--- src/hdl/pcbb_pkg.sv ---
`timescale 1ns / 1ps
package pcbb_pkg;

  localparam int unsigned KEY_MAX      = 32;
  localparam int unsigned MAX_RESTARTS = 15;
  localparam int unsigned KIDX_W       = $clog2(KEY_MAX);
  localparam int unsigned RIDX_W       = $clog2(MAX_RESTARTS + 1);

  typedef enum logic [2:0] {
    CMD_START  = 3'd0,
    CMD_KEY    = 3'd1,
    CMD_VALUE  = 3'd2,
    CMD_FINISH = 3'd3,
    CMD_RESET  = 3'd4
  } cmd_e;

  typedef enum logic [1:0] {
    PH_IDLE  = 2'd0,
    PH_KEY   = 2'd1,
    PH_VALUE = 2'd2,
    PH_DONE  = 2'd3
  } phase_e;

  typedef enum logic [2:0] {
    S_IDLE,
    S_SHARED,
    S_UNSHARED,
    S_VLEN,
    S_KEYOUT,
    S_WORD
  } state_e;

  typedef enum logic [2:0] {
    EM_NONE,
    EM_ERROR,
    EM_VALUE,
    EM_SHARED,
    EM_UNSHARED,
    EM_VLEN,
    EM_KEY,
    EM_WORD
  } emit_e;

  typedef struct packed {
    logic  clear;
    logic  do_start;
    logic  do_key;
    logic  do_value;
    logic  do_finish;
    emit_e emit;
    logic  last;
  } ctrl_cmd_t;

  typedef struct packed {
    phase_e phase;
    logic   out_free;
    logic   start_ok;
    logic   start_empty;
    logic   key_last;
    logic   vlen_last;
    logic   key_none;
    logic   kout_last;
    logic   word_last;
  } dp_status_t;

endpackage

--- src/hdl/pcbb_ctrl.sv ---
`timescale 1ns / 1ps
module pcbb_ctrl (
  input  logic                clk_i,
  input  logic                rst_ni,
  input  logic                in_valid_i,
  input  pcbb_pkg::cmd_e      in_cmd_i,
  output logic                in_ready_o,
  input  pcbb_pkg::dp_status_t st_i,
  output pcbb_pkg::ctrl_cmd_t cmd_o
);
  import pcbb_pkg::*;

  state_e state_q, state_d;

  always_ff @(posedge clk_i or negedge rst_ni) begin
    if (!rst_ni) begin
      state_q <= S_IDLE;
    end else begin
      state_q <= state_d;
    end
  end

  always_comb begin
    state_d    = state_q;
    cmd_o      = '0;
    cmd_o.emit = EM_NONE;
    in_ready_o = (state_q == S_IDLE) && st_i.out_free;
    unique case (state_q)
      S_IDLE: begin
        if (in_valid_i && in_ready_o) begin
          cmd_o.emit = EM_ERROR;
          cmd_o.last = 1'b1;
          unique case (in_cmd_i)
            CMD_RESET: begin
              cmd_o.emit  = EM_NONE;
              cmd_o.clear = 1'b1;
            end
            CMD_START: begin
              if (st_i.start_ok) begin
                cmd_o.emit     = EM_NONE;
                cmd_o.do_start = 1'b1;
                if (st_i.start_empty) state_d = S_SHARED;
              end
            end
            CMD_KEY: begin
              if (st_i.phase == PH_KEY) begin
                cmd_o.emit   = EM_NONE;
                cmd_o.do_key = 1'b1;
                if (st_i.key_last) state_d = S_SHARED;
              end
            end
            CMD_VALUE: begin
              if (st_i.phase == PH_VALUE) begin
                cmd_o.emit     = EM_VALUE;
                cmd_o.do_value = 1'b1;
              end
            end
            CMD_FINISH: begin
              if (st_i.phase == PH_IDLE) begin
                cmd_o.emit      = EM_NONE;
                cmd_o.do_finish = 1'b1;
                state_d         = S_WORD;
              end
            end
            default: ;
          endcase
        end
      end
      S_SHARED: begin
        if (st_i.out_free) begin
          cmd_o.emit = EM_SHARED;
          state_d    = S_UNSHARED;
        end
      end
      S_UNSHARED: begin
        if (st_i.out_free) begin
          cmd_o.emit = EM_UNSHARED;
          state_d    = S_VLEN;
        end
      end
      S_VLEN: begin
        if (st_i.out_free) begin
          cmd_o.emit = EM_VLEN;
          if (st_i.vlen_last) begin
            cmd_o.last = st_i.key_none;
            state_d    = st_i.key_none ? S_IDLE : S_KEYOUT;
          end
        end
      end
      S_KEYOUT: begin
        if (st_i.out_free) begin
          cmd_o.emit = EM_KEY;
          cmd_o.last = st_i.kout_last;
          if (st_i.kout_last) state_d = S_IDLE;
        end
      end
      S_WORD: begin
        if (st_i.out_free) begin
          cmd_o.emit = EM_WORD;
          cmd_o.last = st_i.word_last;
          if (st_i.word_last) state_d = S_IDLE;
        end
      end
      default: state_d = S_IDLE;
    endcase
  end

endmodule

--- src/hdl/pcbb_datapath.sv ---
`timescale 1ns / 1ps
module pcbb_datapath (
  input  logic                 clk_i,
  input  logic                 rst_ni,
  input  logic                 cfg_we_i,
  input  logic                 cfg_index_i,
  input  logic [6:0]           cfg_data_i,
  input  logic [5:0]           key_length_i,
  input  logic [15:0]          vlen_i,
  input  logic [7:0]           data_byte_i,
  input  pcbb_pkg::ctrl_cmd_t  cmd_i,
  output pcbb_pkg::dp_status_t st_o,
  output logic                 out_valid_o,
  input  logic                 out_ready_i,
  output logic [7:0]           out_byte_o,
  output logic                 out_last_o,
  output logic                 out_error_o
);
  import pcbb_pkg::*;

  logic [6:0]  rint_q;
  logic        delta_q;

  logic [7:0]  key_store [KEY_MAX];
  logic [31:0] offsets [MAX_RESTARTS];
  logic [5:0]  prev_len_q, cur_len_q, key_idx_q, shared_q;
  logic        mism_q, share_q;
  logic [15:0] vrem_q, vheld_q, vsh_q;
  logic [6:0]  entries_q;
  logic [4:0]  rcount_q;
  logic [31:0] boff_q;
  phase_e      phase_q;
  logic [5:0]  kout_q;
  logic [RIDX_W-1:0] widx_q;
  logic [1:0]  bidx_q;

  logic        out_valid_q, out_last_q, out_err_q;
  logic [7:0]  out_byte_q;

  logic [6:0]  ivl;
  logic        restart;
  logic        match;
  logic [5:0]  shared_new;
  logic [6:0]  entries_new;
  logic [7:0]  rd_byte;
  logic [31:0] word;
  logic [7:0]  em_byte;

  assign ivl         = (rint_q == 7'd0) ? 7'd1 : rint_q;
  assign restart     = entries_q >= ivl;
  assign rd_byte     = key_store[cmd_i.do_key ? key_idx_q[KIDX_W-1:0] : kout_q[KIDX_W-1:0]];
  assign match       = share_q && !mism_q && (key_idx_q < prev_len_q) && (rd_byte == data_byte_i);
  assign shared_new  = shared_q + {5'd0, match};
  assign entries_new = restart ? 7'd1 : entries_q + 7'd1;

  // Entry zero of the restart list is always offset zero.
  assign word = (5'(widx_q) == rcount_q) ? {27'd0, rcount_q} :
                (widx_q == '0) ? 32'd0 : offsets[widx_q[3:0]];

  always_comb begin
    case (cmd_i.emit)
      EM_VALUE:    em_byte = data_byte_i;
      EM_SHARED:   em_byte = {2'd0, shared_q};
      EM_UNSHARED: em_byte = {2'd0, cur_len_q - shared_q};
      EM_VLEN:     em_byte = {(vsh_q > 16'd127), vsh_q[6:0]};
      EM_KEY:      em_byte = rd_byte;
      EM_WORD:     em_byte = word[8*bidx_q +: 8];
      default:     em_byte = 8'd0;
    endcase
  end

  always_comb begin
    st_o.phase       = phase_q;
    st_o.out_free    = !out_valid_q || out_ready_i;
    st_o.start_ok    = (phase_q == PH_IDLE) && (key_length_i <= 6'(KEY_MAX)) &&
                       !(restart && (rcount_q >= 5'(MAX_RESTARTS)));
    st_o.start_empty = key_length_i == 6'd0;
    st_o.key_last    = (key_idx_q + 6'd1) == cur_len_q;
    st_o.vlen_last   = vsh_q < 16'd128;
    st_o.key_none    = kout_q == cur_len_q;
    st_o.kout_last   = (kout_q + 6'd1) == cur_len_q;
    st_o.word_last   = (5'(widx_q) == rcount_q) && (bidx_q == 2'd3);
  end

  always_ff @(posedge clk_i or negedge rst_ni) begin
    if (!rst_ni) begin
      rint_q  <= 7'd16;
      delta_q <= 1'b1;
    end else if (cfg_we_i) begin
      if (cfg_index_i == 1'b0) rint_q <= cfg_data_i;
      else delta_q <= cfg_data_i[0];
    end
  end

  always_ff @(posedge clk_i) begin
    if (cmd_i.do_key) key_store[key_idx_q[KIDX_W-1:0]] <= data_byte_i;
    if (cmd_i.do_start && restart) offsets[rcount_q[3:0]] <= boff_q;
  end

  always_ff @(posedge clk_i or negedge rst_ni) begin
    if (!rst_ni) begin
      prev_len_q <= '0; cur_len_q <= '0; key_idx_q <= '0; shared_q <= '0;
      mism_q <= 1'b0; share_q <= 1'b0; vrem_q <= '0; vheld_q <= '0;
      entries_q <= '0; rcount_q <= 5'd1; boff_q <= '0; phase_q <= PH_IDLE;
      vsh_q <= '0; kout_q <= '0; widx_q <= '0; bidx_q <= '0;
      out_valid_q <= 1'b0;
    end else begin
      if (cmd_i.clear) begin
        prev_len_q <= '0; cur_len_q <= '0; key_idx_q <= '0; shared_q <= '0;
        mism_q <= 1'b0; share_q <= 1'b0; vrem_q <= '0; vheld_q <= '0;
        entries_q <= '0; rcount_q <= 5'd1; boff_q <= '0; phase_q <= PH_IDLE;
      end
      if (cmd_i.do_start) begin
        if (restart) rcount_q <= rcount_q + 5'd1;
        share_q   <= delta_q && !restart;
        cur_len_q <= key_length_i;
        key_idx_q <= '0;
        shared_q  <= '0;
        mism_q    <= 1'b0;
        vheld_q   <= vlen_i;
        vrem_q    <= vlen_i;
        if (key_length_i == 6'd0) begin
          // empty key closes at once
          prev_len_q <= '0;
          entries_q  <= entries_new;
          phase_q    <= (vlen_i != 16'd0) ? PH_VALUE : PH_IDLE;
          vsh_q      <= vlen_i;
          kout_q     <= '0;
        end else begin
          entries_q <= restart ? 7'd0 : entries_q;
          phase_q   <= PH_KEY;
        end
      end
      if (cmd_i.do_key) begin
        shared_q  <= shared_new;
        mism_q    <= mism_q || !match;
        key_idx_q <= key_idx_q + 6'd1;
        if (st_o.key_last) begin
          prev_len_q <= cur_len_q;
          entries_q  <= entries_q + 7'd1;
          phase_q    <= (vrem_q != 16'd0) ? PH_VALUE : PH_IDLE;
          vsh_q      <= vheld_q;
          kout_q     <= shared_new;
        end
      end
      if (cmd_i.do_value) begin
        vrem_q <= vrem_q - 16'd1;
        if (vrem_q == 16'd1) phase_q <= PH_IDLE;
      end
      if (cmd_i.do_finish) begin
        phase_q <= PH_DONE;
        widx_q  <= '0;
        bidx_q  <= '0;
      end
      if (cmd_i.emit == EM_VLEN) vsh_q <= vsh_q >> 7;
      if (cmd_i.emit == EM_KEY) kout_q <= kout_q + 6'd1;
      if (cmd_i.emit == EM_WORD) begin
        bidx_q <= bidx_q + 2'd1;
        if (bidx_q == 2'd3) widx_q <= widx_q + 1'b1;
      end
      if (cmd_i.emit != EM_NONE && cmd_i.emit != EM_ERROR) boff_q <= boff_q + 32'd1;
      if (cmd_i.emit != EM_NONE) out_valid_q <= 1'b1;
      else if (out_ready_i) out_valid_q <= 1'b0;
    end
  end

  // hold the word until taken
  always_ff @(posedge clk_i) begin
    if (cmd_i.emit != EM_NONE) begin
      out_byte_q <= em_byte;
      out_last_q <= cmd_i.last;
      out_err_q  <= cmd_i.emit == EM_ERROR;
    end
  end

  assign out_valid_o = out_valid_q;
  assign out_byte_o  = out_byte_q;
  assign out_last_o  = out_last_q;
  assign out_error_o = out_err_q;

endmodule

--- src/hdl/prefix_compressed_block_builder.sv ---
`timescale 1ns / 1ps
// Builds a prefix-compressed sorted key-value block one byte at a time. Key and
// value bytes are taken one per cycle while the output word register is free.
// Closing an entry emits shared, unshared and value-length varints and the
// unshared key bytes, one byte per cycle from the single output register
// while it is free, so an entry end holds intake for 3 to 5 varint bytes plus
// one per unshared key byte. Finish emits 4 * (restart count + 1) bytes. Erroneous
// or out-of-order words yield one error word and leave the state untouched.
module prefix_compressed_block_builder (
  input  logic        clk_i,
  input  logic        rst_ni,
  input  logic        cfg_we_i,
  input  logic        cfg_index_i,
  input  logic [6:0]  cfg_data_i,
  input  logic        s_axis_tvalid,
  output logic        s_axis_tready,
  input  logic [31:0] s_axis_tdata,  // key_length[5:0], val_len[21:6], data_byte[29:22]
  input  logic [2:0]  s_axis_tuser,  // command[2:0]
  output logic        m_axis_tvalid,
  input  logic        m_axis_tready,
  output logic [7:0]  m_axis_tdata,  // out_byte[7:0]
  output logic        m_axis_tlast,
  output logic        m_axis_tuser   // error
);
  import pcbb_pkg::*;

  ctrl_cmd_t  cmd;
  dp_status_t st;
  cmd_e       in_cmd;

  assign in_cmd = cmd_e'(s_axis_tuser);

  pcbb_ctrl u_ctrl (
    .clk_i      (clk_i),
    .rst_ni     (rst_ni),
    .in_valid_i (s_axis_tvalid),
    .in_cmd_i   (in_cmd),
    .in_ready_o (s_axis_tready),
    .st_i       (st),
    .cmd_o      (cmd)
  );

  pcbb_datapath u_dp (
    .clk_i          (clk_i),
    .rst_ni         (rst_ni),
    .cfg_we_i       (cfg_we_i),
    .cfg_index_i    (cfg_index_i),
    .cfg_data_i     (cfg_data_i),
    .key_length_i   (s_axis_tdata[5:0]),
    .vlen_i         (s_axis_tdata[21:6]),
    .data_byte_i    (s_axis_tdata[29:22]),
    .cmd_i          (cmd),
    .st_o           (st),
    .out_valid_o    (m_axis_tvalid),
    .out_ready_i    (m_axis_tready),
    .out_byte_o     (m_axis_tdata),
    .out_last_o     (m_axis_tlast),
    .out_error_o    (m_axis_tuser)
  );

  a_err_word: assert property (@(posedge clk_i) disable iff (!rst_ni)
    m_axis_tvalid && m_axis_tuser |-> m_axis_tlast && (m_axis_tdata == 8'd0))
    else $error("error word malformed");

  a_ready_free: assert property (@(posedge clk_i) disable iff (!rst_ni)
    s_axis_tready |-> !m_axis_tvalid || m_axis_tready)
    else $error("intake while output slot busy");

  a_value_pass: assert property (@(posedge clk_i) disable iff (!rst_ni)
    s_axis_tvalid && s_axis_tready && (s_axis_tuser == CMD_VALUE) |=>
      m_axis_tvalid && m_axis_tlast &&
      (m_axis_tuser || (m_axis_tdata == $past(s_axis_tdata[29:22]))))
    else $error("value byte not passed through");

endmodule

--- config.mk ---
export PLATFORM = sky130hd
export DESIGN_NAME = prefix_compressed_block_builder
export DESIGN_NICKNAME = d
export VERILOG_FILES = /design/src/hdl/pcbb_pkg.sv /design/src/hdl/pcbb_ctrl.sv /design/src/hdl/pcbb_datapath.sv /design/src/hdl/prefix_compressed_block_builder.sv
export SDC_FILE = /design/constraint.sdc
export NUM_CORES = 1
export LEC_CHECK = 0
export BUFFER_PORTS_ARGS = -buffer_cell sky130_fd_sc_hd__buf_2
export CAP_MARGIN = 20
export CELL_PAD_IN_SITES_DETAIL_PLACEMENT = 1
export CELL_PAD_IN_SITES_GLOBAL_PLACEMENT = 2
export CORE_MARGIN = 2
export CORE_UTILIZATION = 40
export DETAILED_ROUTE_END_ITERATION = 10
export GPL_TIMING_DRIVEN = 0
export PLACE_DENSITY = 0.78
export SLEW_MARGIN = 20
export SYNTH_ARGS = -nofsm -noshare
export SYNTH_HDL_FRONTEND = slang
export SYNTH_SLANG_ARGS = --single-unit
--- constraint.sdc ---
create_clock -name clk_i -period 15.9 [get_ports clk_i]
set_input_delay 1.59 -clock clk_i [delete_from_list [all_inputs] [get_ports clk_i]]
set_output_delay 1.59 -clock clk_i [all_outputs]
set_load 0.05 [all_outputs]
Word-level counts from Yosys, hierarchy flattened
Memory sizes are Yosys's and may differ from the RTL's.
Index checks and enable logic that the tools add are counted.
- flip-flop bits (word level): 154
- RAM bits: 736
- bits of input ports: 48
- output and inout bits: 12
- logic and storage cells: 226
- memories kept: 2
- $add $sub $neg: 10
- magnitude comparators: 6
- equality and inequality tests: 41
- shift-type cells: 1
- multiplexer cells: 105
- bitwise gates (word level): 1
- reduce and logical (&&, ||, !) cells: 37
- memories (name ; depth ; width ; read ports ; clocked after Yosys merged registers in ; write ports ; RTL line ; source):
    u_dp.offsets ; 15 ; 32 ; 1 ; 0 ; 1 ; pcbb_datapath.sv:25 ; logic [31:0] offsets [MAX_RESTARTS];
    u_dp.key_store ; 32 ; 8 ; 1 ; 0 ; 1 ; pcbb_datapath.sv:24 ; logic [7:0] key_store [KEY_MAX];
- operator list (kind ; number):
    $mux W16 ; 8
    $mux W32 ; 4
    $mux W6 ; 15
    $mux W7 ; 8
    $mux W3 ; 16
    $pmux W8 S6 ; 1
    $pmux W3 S6 ; 2
    $add A32 B1 Y32 const B ; 1
    $reduce_bool A16 Y1 ; 2
    $shiftx A32 B6 Y8 ; 1
    $mux W2 ; 14
    $mux W4 ; 7
    $mux W5 ; 5
    $eq A3 B3 Y1 const B ; 7
    $mux W1 ; 21
    $eq A3 B2 Y1 const B ; 6
    $eq A6 B6 Y1 ; 3
    $eq A16 B1 Y1 const B ; 1
    $gt A16 B7 Y1 const B ; 1
    $lt A16 B8 Y1 const B ; 1
    $sub A16 B1 Y16 const B ; 1
    $ne A3 B3 Y1 const B ; 5
    $pmux W3 S5 ; 1
    $reduce_and A15 Y1 ; 1
    35 further kinds ; 69

Logic depth before layout (Yosys ltp)
Gate-level depths: netlist of the first run.
An unclocked memory read counts as a cell.
- depth in word-level cells: 18
- mapped depth: 21
- gate-level depth less buffers: 17

Modules after synthesis
From an unflattened synthesis of the first run, not the netlist that was laid out.
- cell total of the unflattened synthesis: 2640
- area total of the unflattened synthesis: 38409.3 µm²
- by module, submodules not included (module ; instances ; cells an instance ; area an instance (µm²) ; seq. area each (µm²)):
    pcbb_datapath ; 1 ; 2581 ; 37941.4 ; 25933.6
    pcbb_ctrl ; 1 ; 59 ; 467.9 ; 75.1

Worst setup path before layout of the first run
Ideal clock, no wire load.
- kind: input to register
- from: input s_axis_tuser[2]
- to: memory u_dp.offsets[3][0], enable pin
- setup time: 0.461 ns
- data arrival time: 5.286 ns
- data required time: 15.439 ns
- setup slack: 10.153 ns
- stages: 7
- buffers on the path: 0
- path through: nor4b_4 -> and3_1 -> and3_1 -> o21ai_0 -> nor2_1 -> nand2_1 -> nor3_1
- word-level cells in the longest chain between the ends: 7
- RTL lines (item ; RTL line ; source):
    start, declared ; prefix_compressed_block_builder.sv:18 ; input logic [2:0] s_axis_tuser,
    $logic_not A3 Y1 ; pcbb_ctrl.sv:33 ; unique case (in_cmd_i)
    $mux W1 ; pcbb_ctrl.sv:33 ;
    $mux W9 ; pcbb_ctrl.sv:30 ; if (in_valid_i && in_ready_o) begin
    $mux W5 ; pcbb_ctrl.sv:28 ; unique case (state_q)
    $logic_and A1 B1 Y1 ; pcbb_datapath.sv:97 ; if (cmd_i.do_start && restart) offsets[rcount_q[3:0]] <= boff_q;
    $mux W1 ; pcbb_datapath.sv:97 ;
    $mux W1 (implied by the code) ; pcbb_datapath.sv:97 ;
    end, declared ; pcbb_datapath.sv:25 ;
No other way between the ends.

Final worst setup path of the first run
- from: input m_axis_tready
- to: register u_dp.shared_q[5]
- word-level cells in the longest chain between the ends: 11
- elaborated cells between the ends (all ways): 13
- those cells by class: 1 x add/sub; 1 x eq/ne; 5 x mux; 5 x reduce/logical; 1 x memory
- RTL lines (item ; RTL line ; source):
    start, declared ; prefix_compressed_block_builder.sv:20 ; input logic m_axis_tready,
    $logic_or A1 B1 Y1 * ; pcbb_datapath.sv:74 ; st_o.out_free = !out_valid_q || out_ready_i;
    $logic_and A1 B1 Y1 * ; pcbb_ctrl.sv:27 ; in_ready_o = (state_q == S_IDLE) && st_i.out_free;
    $logic_and A1 B1 Y1 * ; pcbb_ctrl.sv:30 ;
    $mux W9 * ; pcbb_ctrl.sv:30 ;
    $mux W5 * ; pcbb_ctrl.sv:28 ;
    $mux W5 ; pcbb_datapath.sv:51 ; assign rd_byte = key_store[cmd_i.do_key ? key_idx_q[KIDX_W-1:0] : kout_q[KIDX_W-1:0]];
    $mem_v2 Z32 W8 ; n/a ;
    $eq A8 B8 Y1 ; pcbb_datapath.sv:52 ; assign match = share_q && !mism_q && (key_idx_q < prev_len_q) && (rd_byte == data_byte_i);
    $logic_and A1 B1 Y1 ; pcbb_datapath.sv:52 ;
    $add A6 B1 Y6 ; pcbb_datapath.sv:53 ; assign shared_new = shared_q + {5'd0, match};
    $mux W6 ; pcbb_datapath.sv:134 ; if (cmd_i.do_key) begin
    end signal, assigned ; pcbb_datapath.sv:135 ; shared_q <= shared_new;
    end, declared ; pcbb_datapath.sv:26 ; logic [5:0] prev_len_q, cur_len_q, key_idx_q, shared_q;
Every way passes the cells marked *; elsewhere a longest branch is shown, timed or not.
A chain may end at the register's enable or synchronous reset.

==> reports/metrics.csv, run 1 <==
stage;metric;value;unit
die;die_area;98300;µm²
clock_tree;cts_resized;0;
place;place_area;41000;µm²
grt;grt_pass1_wl;174000;µm
drt;dr_total_vias;24500;
job;maxCapViolCount;0;
synthesis;synth.distinct_cells;86;
worst_setup_path;cp-end-kind;register;
pwr;p_switching;2.15;mW
worst_setup_path;cp.arrival;7010;ps
synthesis;synth.top_cell.area_share;58.4;%
grt;grt_usage;23.8;%
die;pin_count;60;
pwr;p_seq_share;42.2;%
clock_tree;cts.sinks;890;
clock_tree;cts-root-buf;clkbuf_16;
pwr;p_total;6.61;mW
timing;setup_viol;0;
worst_setup_path;cp.required;16430;ps
synthesis;synthXorXnorAreaFrac;0.868;%
die;rows;113;
status;outcome;completed;
clock_tree;postCtsSetupBuffers;0;
timing;period_minus_slack;6480;ps
synthesis;synth_flop_cell;edfxtp_1;
synthesis;syn-cell-area;38300;µm²
synthesis;yosysMostFrequentCell;edfxtp_1;
synthesis;syn-num-nets;2682;
grt;grt_max_degree;88;
synthesis;synth_top_family_by_area;multiplexers;
drt;wirelength;117000;µm
layout;drive_gt1_share;16.6;%
clock_tree;numCtsBuffers;93;
timing;period_share;40.7;%
timing;fin_hold_ws;469;ps
clock_tree;htreeDepth;3;
synthesis;synth.mux.area_fraction;11.3;%
pwr;power.density;150;nW/µm²
place;hpwl;80900;µm
die;initial_utilization;40.3;%
synthesis;synth_edf_count;746;
drt;drtAntennaViolNets;0;
drt;drtPass1Iterations;5;
worst_setup_path;start_kind;input port;
die;core;95000;µm²
hold_path;worstHoldPathType;register to register;
worst_setup_path;crit_type;input port to register;
timing;finClkSkew;45.0;ps
timing;setup_tns;0;ps
synthesis;yosys_warnings;0;
layout;final_cell_area;44200;µm²
synthesis;synth_cells;2597;
timing;worst_pin_slew;1120;ps
timing;drv_slew;0;
pwr;p_sw_share;32.5;%
drt;first_iter_violations;2359;
synthesis;synth_common_cells;edfxtp_1, nand2_1, o21ai_0;
synthesis;synth-simple-area-share;8.24;%
timing;relSlewSlack;24.7;%
clock_tree;clock_path_buffers;3;
drt;vias_per_cell;5.93;
synthesis;ys_seq_elements;890;
place;gp_congestion;0.892;
clock_tree;postCtsHoldBufs;0;
clock_tree;clock_latency;700;ps
pwr;internal_power;4.46;mW
pwr;ir_drop;0.102;mV
place;pre_cts_slack;8840;ps
synthesis;syn_area_per_cell;14.8;µm²
timing;finalHoldViolations;0;
timing;rsz0062_at_grt;no;
pwr;p_clk_share;33.8;%
layout;fin_nets;2879;
pwr;leakage;15.0;nW
grt;antenna_found_initial;1;
worst_setup_path;worst-path-max-fanout;10;
timing;setup_slack;9420;ps
timing;max_freq;154;MHz
layout;area_delta_synth_final;15.2;%
die;die_w;314;µm
synthesis;synth_compound_area_share;8.47;%
clock_tree;cts_tree;done;
synthesis;ys_seq_area_share;67.8;%
layout;diodes;0;
die;die_h;314;µm
grt;overflow;0;
pwr;pwr-share-comb;24.0;%
place;io_buffers;57;
synthesis;synthArstFlopShare;16.2;%
synthesis;synthAdderAreaFrac;1.23;%
synthesis;synth.largest_area_cell;edfxtp_1;
grt;grt_pass1_vias;26000;
synthesis;synth.area.top_cells;edfxtp_1, dfrtp_1, mux4_2;
clock_tree;clkTransAtPathRegs;60;ps
drt;wire_per_inst;28.2;µm
drt;drt_drc_violations_left;0;
-- metrics by stage --
stage | utilization [%] | instances
after CTS | 46.4 | 4132
after floorplan | - | 2597
after global placement | 42.3 | 3919
after detailed placement | 43.1 | 3960
final | 46.5 | 4136
after global routing | 46.5 | 4136
-- cell usage in the layout (no fill, tap or decap), types with 75 or more instances in the layout --
cell	synthesis	final
clkbuf_1	93	115
clkbuf_16	0	93
dfrtp_1	141	141
edfxtp_1	746	746
mux2i_1	111	109
mux4_2	135	135
nand2_1	303	303
nand3_1	75	75
nor2_1	152	140
o21ai_0	155	155
-- cells by family (layout without fill, tap and decap cells) --
family,count (synthesis),in the layout
muxes,259,259
xor gates and xnor gates,38,38
AOI/OAI and AO/OA,492,492
and+or+nand+nor,695,695
DFF,890,890
buffers and inverters,186,460
adders and majority gates,37,37
-- power groups by stage --
stage / logic [mW] / registers, mW / clock network [mW]
after floorplan: 0.958 / 2.82 / 0
after global placement: 1.50 / 2.83 / 0
after global routing: 1.69 / 2.80 / 2.35
after detailed placement: 1.55 / 2.84 / 0
final: 1.58 / 2.79 / 2.24
after CTS: 1.57 / 2.79 / 2.26
-- area by class of cell --
cell class / instances / area, µm²
Buffer: 143 / 642
Clock buffer: 120 / 2470
Clock inverter: 52 / 649
Fill cell: 9487 / 50900
Inverter: 43 / 161
Multi-Input combinational cell: 1521 / 11700
Sequential cell: 890 / 26000
Tap cell: 1265 / 1580
Timing Repair Buffer: 102 / 975
-- metal layers --
| layer | vias up | wire length, µm | GRT usage [%] | share of wire (%) |
|---|---|---|---|---|
| li1 | 10500 | - | - | - |
| met5 | - | 12 | 0 | 0.010 |
| met2 | 809 | 57700 | 40.2 | 49 |
| met1 | 13000 | 48800 | 31.6 | 42 |
| met3 | 208 | 6530 | 3.46 | 5.6 |
| met4 | 2 | 3530 | 7.70 | 3.0 |
-- critical path, cell delays in order --
cell and delay [ps]:
buf_2 120, nand2b_1 280, nand4_2 320, buf_6 210, clkbuf_1 510, clkbuf_1 540
o21ai_0 510, o21ai_0 410, a21boi_1 210, a2111oi_4 350, o2111ai_1 180, nor4_2 620
ha_1 290, and3_1 260, and3_1 240, nor2_1 50, o21ai_0 180, o21ai_0 110
-- state kept, by name, indices dropped and copies added (netlist names), 7 cells and up --
signal,count
u_dp.key_store,256
u_dp.rint_q,7
u_dp.offsets,480
u_dp.vheld_q,16
u_dp.vsh_q,16
u_dp.vrem_q,16
u_dp.boff_q,32
u_dp.entries_q,7
u_dp.out_byte_o,8
-- worst paths after layout --
kind / from / to / cells past startpoint / slack (ps)
worst min-delay path: u_dp.vheld_q[10]$_DFFE_PN0P_ / u_dp.vheld_q[10]$_DFFE_PN0P_ / 2 / 470
min in group asynchronous: rst_ni / u_dp.vheld_q[13]$_DFFE_PN0P_ / 1 / 840
worst min register to register: u_dp.vheld_q[10]$_DFFE_PN0P_ / u_dp.vheld_q[10]$_DFFE_PN0P_ / 2 / 470
worst max register to register: u_dp.kout_q[0]$_DFF_PN0_ / u_dp.shared_q[5]$_DFFE_PN0P_ / 19 / 9960
worst max-delay path: m_axis_tready / u_dp.shared_q[5]$_DFFE_PN0P_ / 18 / 9420
max in group asynchronous: rst_ni / u_dp.boff_q[15]$_DFFE_PN0P_ / 2 / 14140
(Power assumes the default switching activity.)
==> inputs of run 2 (changes only) <==
==> constraint.sdc (replaced) <==
create_clock -name clk_i -period 6.7 [get_ports clk_i]
set_input_delay 0.67 -clock clk_i [delete_from_list [all_inputs] [get_ports clk_i]]
set_output_delay 0.67 -clock clk_i [all_outputs]
set_load 0.05 [all_outputs]
==> run 2 against run 1 <==
Cell area is essentially flat. Non-clock buffer count grew 1. Clock skew shrank 1.1 ps. Critical path type is now register to register. Total power grew 140%. Clock power grew 140%. Final cell count is essentially flat. Sequential cell count is the same. Register-to-register slack lost 9200 ps. Critical path depth grew 1. Via count is essentially flat. Sequential share of layout area is essentially flat. Die area is the same.
==> reports/metrics.csv, run 2 (synthesized netlist as in run 1, its figures left out) <==
stage;metric;value;unit;change
status;outcome;completed;;unchanged
drt;wirelength;117000;µm;about the same
grt;grt_pass1_vias;26000;;about the same
worst_setup_path;crit_type;register to register;;was input port to register
die;rows;113;;unchanged
worst_setup_path;cp-end-kind;register;;unchanged
worst_setup_path;worst-path-max-fanout;10;;unchanged
timing;worst_pin_slew;1130;ps;was 1120 ps
pwr;leakage;15.0;nW;about the same
layout;area_delta_synth_final;15.2;%;about the same
place;place_area;41000;µm²;unchanged
timing;max_freq;168;MHz;
layout;fin_util;46.5;%;about the same
die;die_area;98300;µm²;unchanged
timing;period_minus_slack;5940;ps;
grt;antenna_found_initial;1;;unchanged
timing;setup_tns;0;ps;unchanged
grt;grt_pass1_wl;174000;µm;about the same
hold_path;worstHoldPathType;input port to register;;was register to register
layout;final_cell_area;44200;µm²;about the same
clock_tree;clkTransAtPathRegs;60;ps;about the same
die;core;95000;µm²;unchanged
job;maxCapViolCount;0;;unchanged
worst_setup_path;rrSetupSlack;760;ps;was 9960 ps
pwr;ir_drop;0.242;mV;was 0.102 mV
drt;wl_met1;49300;µm;was 48800 µm
layout;drive_gt1_share;16.6;%;about the same
drt;vias_per_cell;5.93;;about the same
drt;first_iter_violations;2316;;was 2359
drt;drtPass1Iterations;5;;unchanged
timing;rsz0062_at_grt;no;;unchanged
die;die_h;314;µm;unchanged
timing;finalHoldViolations;0;;unchanged
timing;drv_slew;0;;unchanged
worst_setup_path;cp-startpoint;u_dp.kout_q[0]$_DFF_PN0_;;was m_axis_tready
drt;dr_total_vias;24500;;about the same
die;pin_count;60;;unchanged
die;initial_utilization;40.3;%;unchanged
place;io_buffers;57;;unchanged
clock_tree;numCtsBuffers;93;;unchanged
clock_tree;postCtsSetupBuffers;0;;unchanged
clock_tree;cts_tree;done;;unchanged
clock_tree;clock_latency;690;ps;was 700 ps
drt;drtAntennaViolNets;0;;unchanged
drt;drt_drc_violations_left;0;;unchanged
hold_path;worstHoldStart;cfg_data_i[2];;was u_dp.vheld_q[10]$_DFFE_PN0P_
place;gp_congestion;0.892;;unchanged
die;die_w;314;µm;unchanged
drt;wire_per_inst;28.2;µm;about the same
clock_tree;cts_resized;0;;unchanged
layout;fin_nets;2880;;was 2879
clock_tree;postCtsHoldBufs;1;;was 0
worst_setup_path;start_kind;register;;was input port
drt;highest_layer;met5;;unchanged
timing;setup_viol;0;;unchanged
drt;route.met2.wl;57600;µm;was 57700 µm
clock_tree;clock_path_buffers;3;;unchanged
worst_setup_path;cp.arrival;6470;ps;was 7010 ps
timing;period_share;88.7;%;
layout;layout_common_cells;edfxtp_1, nand2_1, o21ai_0, dfrtp_1, nor2_1;;unchanged
worst_setup_path;cp.required;7230;ps;was 16430 ps
timing;relSlewSlack;24.6;%;was 24.7%
timing;finClkSkew;44.0;ps;was 45.0 ps
place;hpwl;80900;µm;unchanged
clock_tree;cts.sinks;890;;unchanged
layout;diodes;0;;unchanged
worst_setup_path;r2r_start;u_dp.kout_q[0]$_DFF_PN0_;;unchanged
grt;overflow;0;;unchanged
grt;grt_max_degree;88;;unchanged
clock_tree;cts-root-buf;clkbuf_16;;unchanged
pwr;power.density;355;nW/µm²;was 150 nW/µm²
layout;largest_register_ffs;480;;unchanged
grt;grt_usage;23.8;%;unchanged
layout;final_common_cell;edfxtp_1;;unchanged
clock_tree;htreeDepth;3;;unchanged
drt;wl_met3;6100;µm;was 6530 µm
==> run 2: report_power, final <==
part	internal [mW]	switching (mW)	total, mW
Sequential	6.29	0.340	6.63
Combinational	1.24	2.53	3.77
Clock	3.06	2.24	5.30
==> run 2: path summary, 6_finish.rpt <==
path	to	cells after the start
min in group asynchronous	u_dp.vheld_q[13]$_DFFE_PN0P_	2
setup reg to reg	u_dp.shared_q[5]$_DFFE_PN0P_	19
hold / removal	u_dp.rint_q[2]$_DFFE_PN0P_	3
hold reg to reg	u_dp.vheld_q[10]$_DFFE_PN0P_	2
max in group asynchronous	u_dp.boff_q[15]$_DFFE_PN0P_	3
setup / recovery	u_dp.shared_q[5]$_DFFE_PN0P_	19
==> run 2: final cells by class <==
class                           instances  area (µm²)
Fill cell                            9488       50800
Sequential cell                       890       26000
Multi-Input combinational cell       1521       11700
Clock buffer                          120        2470
Tap cell                             1265        1580
Timing Repair Buffer                  103         985
Clock inverter                         52         649
Buffer                                143         642
Inverter                               43         161
==> run 2: through the flow <==
step	worst slack, ps	hold slack, ps	cells	power, mW
after CTS	854	168	4133	15.7
after detailed placement	557	456	3960	10.4
after global placement	-2110	449	3919	10.3
after floorplan	1270	374	2597	8.96
final	758	210	4137	15.7
after global routing	485	204	4137	16.3
==> run 2: routing by layer <==
metal / GRT usage, % / vias to the layer above
met3: 3.46 / 214
li1: - / 10500
met5: 0 / -
met1: 31.6 / 13000
met4: 7.70 / 2
met2: 40.2 / 786
==> run 2: worst max-delay path, stage by stage, from the launching register on <==
cell,delay (ps)
dfrtp_1,420
clkinv_1,450
a41oi_2,640
a21o_4,220
buf_6,210
buf_6,220
clkbuf_1,540
mux2i_1,210
mux2i_1,360
o32a_1,220
nand4_1,350
xor2_1,250
nand2_1,90
nor4_2,450
ha_1,290
and3_1,250
and3_1,240
nor2_1,50
o21ai_0,170
o21ai_0,110
==> inputs of run 3 (changes only) <==
--- a/config.mk
+++ b/config.mk
@@ -9,7 +9,7 @@
 export CAP_MARGIN = 20
 export CELL_PAD_IN_SITES_DETAIL_PLACEMENT = 1
 export CELL_PAD_IN_SITES_GLOBAL_PLACEMENT = 2
-export CORE_MARGIN = 2
+export CORE_MARGIN = 5
 export CORE_UTILIZATION = 40
 export DETAILED_ROUTE_END_ITERATION = 10
 export GPL_TIMING_DRIVEN = 0
==> run 3 against run 2 <==
Largest power group unchanged. Clock power is 3% lower. Global-route usage is 1.1 points lower. Critical endpoint unchanged. Non-clock buffer count is 6 lower. Cell area is 0.52% lower. Largest cell class unchanged. Total power is 1.0% lower. Hold slack better by 3.4 ps.
==> reports/metrics.csv, run 3 (synthesized netlist as in run 1, its figures left out) <==
stage;metric;value;unit;change
layout;multi_input_area;11700;µm²;about the same
timing;relSlewSlack;22.2;%;was 24.6%
status;outcome;completed;;unchanged
drt;wirelength;118000;µm;was 117000 µm
layout;fillers;9507;;was 9488
die;die_area;102000;µm²;was 98300 µm²
clock_tree;cts.sinks;890;;unchanged
clock_tree;cts-root-buf;clkbuf_16;;unchanged
pwr;internal_power;10.5;mW;was 10.6 mW
clock_tree;numCtsBuffers;94;;was 93
pwr;p_clk_share;33.2;%;was 33.8%
worst_setup_path;reg2reg_depth;17;;was 19
timing;rsz0062_at_grt;no;;unchanged
layout;area_delta_synth_final;14.6;%;was 15.2%
worst_setup_path;reg2reg_to;u_dp.shared_q[5]$_DFFE_PN0P_;;unchanged
layout;fin_util;46.2;%;was 46.5%
pwr;leakage;14.9;nW;was 15.0 nW
place;pre_cts_slack;569;ps;was 557 ps
pwr;p_switching;5.05;mW;was 5.11 mW
timing;finalHoldViolations;0;;unchanged
grt;overflow;0;;unchanged
worst_setup_path;worst-path-max-fanout;10;;unchanged
timing;drv_slew;0;;unchanged
clock_tree;postCtsSetupBuffers;0;;unchanged
worst_setup_path;cp-startpoint;u_dp.key_idx_q[0]$_DFFE_PN0P_;;was u_dp.kout_q[0]$_DFF_PN0_
drt;drtAntennaViolNets;0;;unchanged
drt;vias_per_cell;5.98;;was 5.93
worst_setup_path;crit_top_cell;clkbuf_1;;
job;maxCapViolCount;0;;unchanged
layout;largest_register_ffs;480;;unchanged
grt;grt_pass1_vias;25900;;was 26000
place;io_buffers;57;;unchanged
layout;layout_common_cells;edfxtp_1, nand2_1, o21ai_0, dfrtp_1, nor2_1;;unchanged
drt;wire_per_inst;28.5;µm;was 28.2 µm
timing;period_share;89.9;%;was 88.7%
die;die_h;320;µm;was 314 µm
worst_setup_path;slowest_delay;620;ps;was 640 ps
worst_setup_path;crit_path_end;u_dp.shared_q[5]$_DFFE_PN0P_;;unchanged
die;initial_utilization;40.3;%;unchanged
place;gp_congestion;0.907;;was 0.892
worst_setup_path;rrSetupSlack;670;ps;was 760 ps
layout;ff_latch_area;26000;µm²;unchanged
timing;setup_slack;674;ps;was 758 ps
pwr;power.density;354;nW/µm²;was 355 nW/µm²
worst_setup_path;cp.arrival;6550;ps;was 6470 ps
pwr;pwr-share-comb;24.3;%;was 24.0%
worst_setup_path;crit_type;register to register;;unchanged
worst_setup_path;cp.required;7220;ps;was 7230 ps
pwr;p_seq_share;42.5;%;was 42.2%
worst_setup_path;cp-end-kind;register;;unchanged
drt;first_iter_violations;2539;;was 2316
clock_tree;htreeDepth;3;;unchanged
drt;drt_drc_violations_left;0;;unchanged
pwr;ir_drop;0.298;mV;was 0.242 mV
grt;grt_pass1_wl;175000;µm;was 174000 µm
grt;grt_usage;22.7;%;was 23.8%
worst_setup_path;worstPathBufferInverterCount;3;;was 4
timing;period_minus_slack;6030;ps;was 5940 ps
hold_path;worstHoldPathType;input port to register;;unchanged
die;rows;113;;unchanged
timing;worst_pin_slew;1150;ps;was 1130 ps
grt;antenna_found_initial;4;;was 1
grt;grt_max_degree;88;;unchanged
layout;final_common_cell;edfxtp_1;;unchanged
worst_setup_path;path_delay_family;compound AO/OA/AOI/OAI gates;;was simple AND/OR/NAND/NOR gates
die;pin_count;60;;unchanged
timing;max_freq;166;MHz;was 168 MHz
clock_tree;clock_latency;690;ps;about the same
layout;drive_gt1_share;16.2;%;was 16.6%
drt;drtPass1Iterations;8;;was 5
timing;fin_hold_ws;213;ps;was 210 ps
die;core;95000;µm²;unchanged
worst_setup_path;path_depth;17;;was 19
clock_tree;cts_tree;done;;unchanged
pwr;p_sw_share;32.5;%;about the same
clock_tree;clkTransAtPathRegs;60;ps;about the same
worst_setup_path;path_cells;clkbuf_1 > clkbuf_1 > clkbuf_1 > a211oi_1 > nor3b_1 > a31oi_1 > o41ai_1 > a21oi_1 > a2111oi_4 > o2111ai_1 > nor4_2 > ha_1 > and3_1 > and3_1 > nor2_1 > o21ai_0 > o21ai_0;;was clkinv_1 > a41oi_2 > a21o_4 > buf_6 > buf_6 > clkbuf_1 > mux2i_1 > mux2i_1 > o32a_1 > nand4_1 > xor2_1 > nand2_1 > nor4_2 > ha_1 > and3_1 > and3_1 > nor2_1 > o21ai_0 > o21ai_0
timing;setup_viol;0;;unchanged
layout;fin_nets;2875;;was 2880
die;die_w;320;µm;was 314 µm
worst_setup_path;start_kind;register;;unchanged
place;hpwl;81000;µm;was 80900 µm
pwr;p_total;15.5;mW;was 15.7 mW
timing;finClkSkew;41.4;ps;was 44.0 ps
worst_setup_path;cpMaxStageDelayCell;clkbuf_1;;was a41oi_2
clock_tree;clock_path_buffers;3;;unchanged
worst_setup_path;r2r_start;u_dp.key_idx_q[0]$_DFFE_PN0P_;;was u_dp.kout_q[0]$_DFF_PN0_
drt;dr_total_vias;24700;;was 24500
-- run 3: cell types whose count changed in the layout (fill, tap and decap cells not counted), moves of 2 or more --
| cell | change |
|---|---|
| buf_16 | -10 |
| buf_4 | -8 |
| clkinv_1 | +7 |
| buf_12 | +6 |
| buf_6 | +5 |
| clkbuf_1 | +5 |
| bufinv_16 | -4 |
| clkbuf_16 | +3 |
| clkinvlp_4 | -3 |
| inv_16 | -2 |
| inv_6 | -2 |
-- run 3: power by group through the flow --
| stage | Combinational, mW | Sequential [mW] | Clock [mW] |
|---|---|---|---|
| 6_report | 3.78 | 6.60 | 5.16 |
| 2_1_floorplan | 2.27 | 6.68 | 0 |
| 3_3_place_gp | 3.59 | 6.69 | 0 |
| 4_1_cts | 3.73 | 6.60 | 5.24 |
| 3_5_place_dp | 3.70 | 6.71 | 0 |
| 5_1_grt | 4.03 | 6.63 | 5.51 |
-- run 3: worst min path at each step --
stage / startpoint / endpoint / slack (ps) / cells past startpoint
finish: cfg_data_i[1] / u_dp.rint_q[1]$_DFFE_PN0P_ / 210 / 3
global route: cfg_data_i[1] / u_dp.rint_q[1]$_DFFE_PN0P_ / 190 / 3
CTS: cfg_data_i[1] / u_dp.rint_q[1]$_DFFE_PN0P_ / 180 / 3
detailed placement: u_dp.vheld_q[2]$_DFFE_PN0P_ / u_dp.vheld_q[2]$_DFFE_PN0P_ / 460 / 2
global placement: u_dp.vheld_q[2]$_DFFE_PN0P_ / u_dp.vheld_q[2]$_DFFE_PN0P_ / 450 / 2
floorplan: rst_ni / u_ctrl.state_q[0]$_DFFE_PN0P_ / 370 / 0
-- run 3: through the flow --
step                TNS (ps)  instances  area (µm²)
floorplan                  0       2597       38300
global placement     -460970       3919       40200
detailed placement         0       3955       40800
CTS                        0       4133       43900
global route               0       4137       43900
finish                     0       4137       43900
-- run 3: final cells by class --
cell class              count  share of cell area [%]
flip-flops and latches    890                    59.2
multi-input cells        1521                    26.6
clock buffers             128                    5.83
well taps                1265                    3.60
repair buffers             97                    1.89
plain buffers             143                    1.46
clock inverters            49                    1.08
inverters                  43                   0.367
diodes                      1                 0.00570
-- run 3: worst min-delay path, cell delays in order --
cell and delay (ps):
buf_2 80, nand2_1 40, o21ai_0 60
-- run 3: routing by layer --
layer / wire length, µm / part of all wire, % / GRT usage, %
met1: 49200 / 42 / 30.7
met2: 57700 / 49 / 37.9
met3: 7470 / 6.3 / 3.97
met4: 3560 / 3.0 / 6.76
met5: 13 / 0.011 / 0
-- run 3: what timing repair did --
item / 4_1_cts / 5_1_grt
hold endpoints to repair: 55 / 0
hold buffers: 1 / 0
endpoints found under the setup margin: 0 / 0
resized for setup: 0 / 0
